$ cat src/deq_pkg.sv
`timescale 1ns / 1ps

package deq_pkg;

  // Storage geometry
  localparam int DEPTH  = 64;
  localparam int DATA_W = 32;
  localparam int ADDR_W = $clog2(DEPTH);
  localparam int CNT_W  = $clog2(DEPTH + 1);

  // Operation codes
  localparam logic [2:0] OP_INS_FRONT  = 3'd0;
  localparam logic [2:0] OP_INS_BACK   = 3'd1;
  localparam logic [2:0] OP_REM_FRONT  = 3'd2;
  localparam logic [2:0] OP_REM_BACK   = 3'd3;
  localparam logic [2:0] OP_PEEK_FRONT = 3'd4;
  localparam logic [2:0] OP_PEEK_BACK  = 3'd5;

  // Status codes
  localparam logic [1:0] ST_OK    = 2'd0;
  localparam logic [1:0] ST_EMPTY = 2'd1;
  localparam logic [1:0] ST_FULL  = 2'd2;

  typedef struct packed {
    logic [2:0]  op;
    logic [31:0] data_in;
  } in_beat_t;

  typedef struct packed {
    logic [31:0] data_out;
    logic [1:0]  status;
    logic [6:0]  entry_count;
    logic        is_empty;
  } out_beat_t;

endpackage

$ cat src/double_ended_queue.sv
`timescale 1ns / 1ps

// Bounded double-ended queue of deq_pkg::DEPTH words in a single-port synchronous
// memory. Each input beat is one operation (insert, remove or peek at either end) and
// yields exactly one result beat. Pointers and the entry count update in the cycle the
// beat is accepted; a remove or peek reads the memory in that same cycle into a read
// register, and the word moves on to the output register when the read stage drains.
// One operation is taken every cycle while results are being drained, so throughput is
// one beat per cycle unless the output stalls; the single memory port (one read or one
// write per beat) allows no more than that. Empty removes and peeks return zero with an
// empty status; inserts into a full queue are dropped with a full status.
module double_ended_queue (
  input  logic                 clk,
  input  logic                 rst_n,
  input  logic                 in_valid,
  output logic                 in_stall,
  input  deq_pkg::in_beat_t    in_data,
  output logic                 out_valid,
  input  logic                 out_stall,
  output deq_pkg::out_beat_t   out_data
);

  localparam logic [deq_pkg::ADDR_W-1:0] LAST_SLOT = deq_pkg::ADDR_W'(deq_pkg::DEPTH - 1);
  localparam logic [deq_pkg::CNT_W-1:0]  FULL_CNT  = deq_pkg::CNT_W'(deq_pkg::DEPTH);

  logic [deq_pkg::DATA_W-1:0] mem [deq_pkg::DEPTH];
  logic [deq_pkg::DATA_W-1:0] rd_data_r;

  logic [deq_pkg::ADDR_W-1:0] front_r, front_nxt;
  logic [deq_pkg::ADDR_W-1:0] back_r, back_nxt;
  logic [deq_pkg::CNT_W-1:0]  count_r, count_nxt;

  // Read stage: result awaiting the memory word
  logic                       pend_r;
  logic                       pend_rd_r, rd_nxt;
  logic [1:0]                 pend_st_r, st_nxt;
  logic [deq_pkg::CNT_W-1:0]  pend_cnt_r;

  logic                       out_valid_r;
  deq_pkg::out_beat_t         out_r;

  logic                       accept, pend_move;
  logic                       wr_en;
  logic [deq_pkg::ADDR_W-1:0] addr;
  logic [deq_pkg::ADDR_W-1:0] front_prev, front_next, back_prev, back_next;
  logic                       is_full, is_none;

  // Neighbouring slots with wrap
  assign front_prev = (front_r == '0) ? LAST_SLOT : front_r - 1'b1;
  assign front_next = (front_r == LAST_SLOT) ? '0 : front_r + 1'b1;
  assign back_prev  = (back_r == '0) ? LAST_SLOT : back_r - 1'b1;
  assign back_next  = (back_r == LAST_SLOT) ? '0 : back_r + 1'b1;

  assign is_full = (count_r == FULL_CNT);
  assign is_none = (count_r == '0);

  // Handshake: read stage drains whenever the output register is free or being taken;
  // hold off input beats while in reset
  assign pend_move = pend_r && (!out_valid_r || !out_stall);
  assign in_stall  = !rst_n || (pend_r && out_valid_r && out_stall);
  assign accept    = in_valid && !in_stall;

  // Decode the operation against the current pointers
  always_comb begin
    front_nxt = front_r;
    back_nxt  = back_r;
    count_nxt = count_r;
    addr      = front_r;
    wr_en     = 1'b0;
    rd_nxt    = 1'b0;
    st_nxt    = deq_pkg::ST_OK;
    case (in_data.op)
      deq_pkg::OP_INS_FRONT: begin
        if (is_full) begin
          st_nxt = deq_pkg::ST_FULL;
        end else begin
          addr      = front_prev;
          wr_en     = 1'b1;
          front_nxt = front_prev;
          count_nxt = count_r + 1'b1;
        end
      end
      deq_pkg::OP_INS_BACK: begin
        if (is_full) begin
          st_nxt = deq_pkg::ST_FULL;
        end else begin
          addr      = back_r;
          wr_en     = 1'b1;
          back_nxt  = back_next;
          count_nxt = count_r + 1'b1;
        end
      end
      deq_pkg::OP_REM_FRONT: begin
        if (is_none) begin
          st_nxt = deq_pkg::ST_EMPTY;
        end else begin
          addr      = front_r;
          rd_nxt    = 1'b1;
          front_nxt = front_next;
          count_nxt = count_r - 1'b1;
        end
      end
      deq_pkg::OP_REM_BACK: begin
        if (is_none) begin
          st_nxt = deq_pkg::ST_EMPTY;
        end else begin
          addr      = back_prev;
          rd_nxt    = 1'b1;
          back_nxt  = back_prev;
          count_nxt = count_r - 1'b1;
        end
      end
      deq_pkg::OP_PEEK_FRONT: begin
        if (is_none) begin
          st_nxt = deq_pkg::ST_EMPTY;
        end else begin
          addr   = front_r;
          rd_nxt = 1'b1;
        end
      end
      deq_pkg::OP_PEEK_BACK: begin
        if (is_none) begin
          st_nxt = deq_pkg::ST_EMPTY;
        end else begin
          addr   = back_prev;
          rd_nxt = 1'b1;
        end
      end
      default: begin
        st_nxt = deq_pkg::ST_OK;
      end
    endcase
  end

  // Entry store: one write or one read per accepted beat
  always_ff @(posedge clk) begin
    if (accept && wr_en) begin
      mem[addr] <= in_data.data_in[deq_pkg::DATA_W-1:0];
    end
    if (accept && rd_nxt) begin
      rd_data_r <= mem[addr];
    end
  end

  // Pointers, count and stage valids
  always_ff @(posedge clk) begin
    if (!rst_n) begin
      front_r     <= '0;
      back_r      <= '0;
      count_r     <= '0;
      pend_r      <= 1'b0;
      out_valid_r <= 1'b0;
    end else begin
      if (accept) begin
        front_r <= front_nxt;
        back_r  <= back_nxt;
        count_r <= count_nxt;
      end
      if (accept) begin
        pend_r <= 1'b1;
      end else if (pend_move) begin
        pend_r <= 1'b0;
      end
      if (pend_move) begin
        out_valid_r <= 1'b1;
      end else if (!out_stall) begin
        out_valid_r <= 1'b0;
      end
    end
  end

  // Hold the beat's status while its word is read
  always_ff @(posedge clk) begin
    if (accept) begin
      pend_rd_r  <= rd_nxt;
      pend_st_r  <= st_nxt;
      pend_cnt_r <= count_nxt;
    end
  end

  // Output register
  always_ff @(posedge clk) begin
    if (pend_move) begin
      out_r.data_out    <= pend_rd_r ? 32'(rd_data_r) : '0;
      out_r.status      <= pend_st_r;
      out_r.entry_count <= 7'(pend_cnt_r);
      out_r.is_empty    <= (pend_cnt_r == '0);
    end
  end

  assign out_valid = out_valid_r;
  assign out_data  = out_r;

endmodule
$ cat config.mk
export PLATFORM = sky130hd
export DESIGN_NAME = double_ended_queue
export DESIGN_NICKNAME = d
export VERILOG_FILES = /design/src/deq_pkg.sv /design/src/double_ended_queue.sv
export SDC_FILE = /design/constraint.sdc
export NUM_CORES = 2
export LEC_CHECK = 0
export BUFFER_PORTS_ARGS = -buffer_cell sky130_fd_sc_hd__buf_2
export CORE_UTILIZATION = 35
export CTS_BUF_LIST = sky130_fd_sc_hd__clkbuf_2
export CTS_CLUSTER_SIZE = 10
export DETAILED_ROUTE_END_ITERATION = 12
export PLACE_DENSITY = 0.46
export SLEW_MARGIN = 20
export SYNTH_ARGS = -nofsm -noshare
export SYNTH_HDL_FRONTEND = slang
export SYNTH_SLANG_ARGS = --single-unit
$ cat constraint.sdc
create_clock -name clk -period 6.3 [get_ports clk]
set_input_delay 0.945 -clock clk [delete_from_list [all_inputs] [get_ports clk]]
set_output_delay 0.945 -clock clk [all_outputs]
set_load 0.01 [all_outputs]
==> flow_metrics.tcl <==
set metrics [dict create \
    fin_nets 4665 \
    skew_ns 0.125 \
    synth_area_um2 82900 \
    cts_root_buf "clkbuf_2" \
    worstSetupEndpointType "register" \
    ys.flop_type "edfxtp_1" \
    route.detailed.drc 0 \
    io_pins 83 \
    drive_gt1_frac 0.354 \
    status "complete, no violations" \
    multi_input_area_um2 17900 \
    portBuffers 82 \
    clkTransAtPathRegs_ns 0.10 \
    syn_area_per_cell_um2 21.1 \
    grt_max_degree 101 \
    max_freq_mhz 178 \
    p_seq_frac 0.556 \
    worst-setup-path-type "reg2reg" \
    post-route-cell-area_um2 94500 \
    yosysSeqAreaShare 0.777 \
    cp.required_ns 7.88 \
    power_switching_mw 7.74 \
    die_h_um 489 \
    antenna_found_initial 15 \
    viasPerCell 5.36 \
    grt_pass1_vias 45200 \
    cts_buffers 579 \
    core-area_um2 235000 \
    clock_sinks 2153 \
    rrSetupSlack_ns 0.67 \
    grt-ovfl-total 0 \
    vias 43600 \
    combinationalPowerShare 0.118 \
    slowest_delay_ns 0.76 \
    post-route-period-util 0.893 \
    cts_max_level 6 \
    ys_warn_count 0 \
    switching_share 0.271 \
    row_count 178 \
    synth.area.top_cells "edfxtp_1 77%, mux4_2 14%, nand3_1 1.5%" \
    grt_pass1_wl_um 345000 \
    drtAntennaViolNets 0 \
    vdd_ir_drop_max_mv 0.195 \
    wl_per_cell_um 30.0 \
    rsz0062_at_grt "false" \
    die_w_um 489 \
    dp_slack_ns 0.529 \
    path_max_fanout 37 \
    gr-usage-all-layers 0.206 \
    cpMaxStageDelayCell "or4b_1" \
    final.setup.tns_ns 0 \
    crit_chain "inv_1 > ha_1 > or4b_1 > o311ai_1 > o21ai_2 > o32ai_4 > buf_12 > buf_12 > buf_4 > mux4_2 > and3_1 > a2111oi_0 > buf_4 > nand4_1 > or3_1" \
    synth_edf_count 2132 \
    cts_resized 0 \
    tritoncts "yes" \
    first_iter_violations 3612 \
    syn_nets 3972 \
    synthArstFlopShare 0 \
    die-area_um2 239000 \
    routed_wl_um 244000 \
    clkPwrFrac 0.326 \
    period_minus_slack_ns 5.63 \
    place.gp.congestion 0.799 \
    start_kind "register" \
    intPower_mw 20.8 \
    synthesis.instances 3925 \
    postCtsSetupRepairBufs 0 \
    post-dp-hpwl_um 130000 \
    yosysTopAreaCellShare 0.772 \
    cp_data_arrival_time_ns 7.20 \
    synthDistinctLibCells 76 \
    totalPowerFinal_mw 28.5 \
    register_area_um2 64400 \
    start_util 0.352 \
    timing.final.ws_setup_ns 0.674 \
    fillers 21500 \
    ys_ff_latch 2153 \
    powerDensity_nw_per_um2 302 \
    setup_violations 0 \
    leakage_nw 30.6 \
    cap_violations 0 \
    cts_hold_buffers 53 \
    clockBufferDepth 4 \
    hold_viol 0 \
    tightest_slew_ns 1.28 \
    max_slew_margin 0.147 \
    dpl_cell_area_um2 89200 \
    area_delta_synth_final_pct 13.9 \
    clkLatencyLatePin_ns 1.85 \
    synth_top_area_cell "edfxtp_1" \
    slew_viol_final 0 \
    drt-pass1-iter-count 5 \
    hold_path_class "in2reg" \
]
[synth_stat cells, types with 5 or more instances]
cell	instances
edfxtp_1	2132
mux4_2	512
nand3_1	243
nand2_1	140
and3_1	109
buf_2	109
clkbuf_1	100
nand4_1	94
nor2_1	85
a22oi_1	40
and2_1	40
or3_1	36
o21ai_0	26
a21oi_1	25
a2111oi_0	21
dfxtp_1	21
nor3_1	19
buf_1	16
inv_1	11
nor2b_1	10
o22ai_1	9
ha_1	8
a21boi_0	7
a31oi_1	7
buf_6	7
a2111oi_2	6
a211oi_1	5
[power by group through the flow]
stage / clock [mW] / combinational [mW] / sequential, mW
3_5_place_dp: 0 / 3.41 / 16.2
5_1_grt: 10.4 / 3.59 / 15.9
4_1_cts: 9.69 / 3.45 / 15.9
6_report: 9.31 / 3.37 / 15.9
3_3_place_gp: 0 / 3.41 / 16.2
2_1_floorplan: 0 / 2.00 / 16.2
[worst paths after layout]
kind | from | end | cells after the start
hold reg to reg | pend_st_r[1]$_DFFE_PP_ | out_data[9]$_DFFE_PP_ | 0
setup / recovery | count_r[0]$_SDFFE_PN0P_ | rd_data_r[14]$_DFFE_PP_ | 15
hold / removal | in_data[10] | mem[45][10]$_DFFE_PP_ | 2
setup reg to reg | count_r[0]$_SDFFE_PN0P_ | rd_data_r[14]$_DFFE_PP_ | 15
[kinds of logic (layout without fill, tap and decap cells)]
kind of cell / after synthesis / count (layout) / share of synthesized area
adder cells (fa/ha/maj): 8 / 8 / 0.00121
buffers and inverters: 248 / 1305 / 0.0137
flip-flops: 2153 / 2153 / 0.777
multiplexers: 515 / 515 / 0.139
AO/OA/AOI/OAI: 197 / 197 / 0.0177
AND/OR/NAND/NOR: 800 / 800 / 0.0503
other: 0 / 3 / 0
XOR/XNOR: 4 / 4 / 0.000423
[critical path: cells and delay by family, from the launching register on]
kind                       cells  cell delay [ns]
and+or+nand+nor                4             1.55
AOI/OAI and AO/OA              4             1.54
buffers and inverters          5             1.28
DFF                            1             0.37
muxes                          1             0.32
adders and majority gates      1             0.27
[flip-flops by register name, summed over array words and instances, names as in the netlist, 2 cells and up]
register,cells
pend_cnt_r,7
count_r,7
front_r,6
mem,2048
rd_data_r,32
pend_st_r,2
out_data,42
back_r,6
[metrics by stage]
stage | util | hold slack (ns) | cells
after floorplan | - | 0.400 | 3925
after global placement | 0.379 | 0.408 | 7133
after detailed placement | 0.379 | 0.417 | 7134
after CTS | 0.401 | 0.00143 | 8132
after global routing | 0.401 | 0.0837 | 8133
final | 0.401 | 0.207 | 8135
[cell usage in the layout, fill, tap and decap left out, types with 6 or more instances in the layout]
master         instances
clkbuf_2             829
dlygate4sd3_1         53
edfxtp_1            2132
and2_1                35
nand3_1              243
nand4_1               94
nor2_1                21
a22oi_1               40
clkinv_2              16
nand2_1              140
nor3_1                16
mux4_2               512
and3_1               109
buf_4                155
o22ai_1                9
nor2b_1               10
a21boi_0               6
buf_2                 73
inv_2                 12
buf_12                66
a2111oi_0             20
nor2_4                65
a2111oi_2              6
inv_1                 11
ha_1                   8
clkinv_1              84
a21oi_1               23
o21ai_0               26
dfxtp_1               21
or3_1                 36
a31oi_1                7
[routing by layer]
layer  vias to the layer above  part of all wire  global-route usage  wire length (um)
met4                         2             0.017              0.0536              4050
met2                      1508              0.50               0.339            121000
li1                      18200                 -                   -                 -
met3                       287             0.053              0.0374             12800
met1                     23600              0.43               0.280            106000
met5                         -          0.000053                   0                13
[cell type report]
class                      instances  share of cell area
clock buffer                     829              0.0439
antenna                            3           0.0000795
sequential                      2153               0.682
timing repair buffer             348              0.0359
multi-input combinational       1524               0.190
tap                             3150              0.0417
clock inverter                   116             0.00597
inverter                          12            0.000477
(Power assumes the default switching activity.)
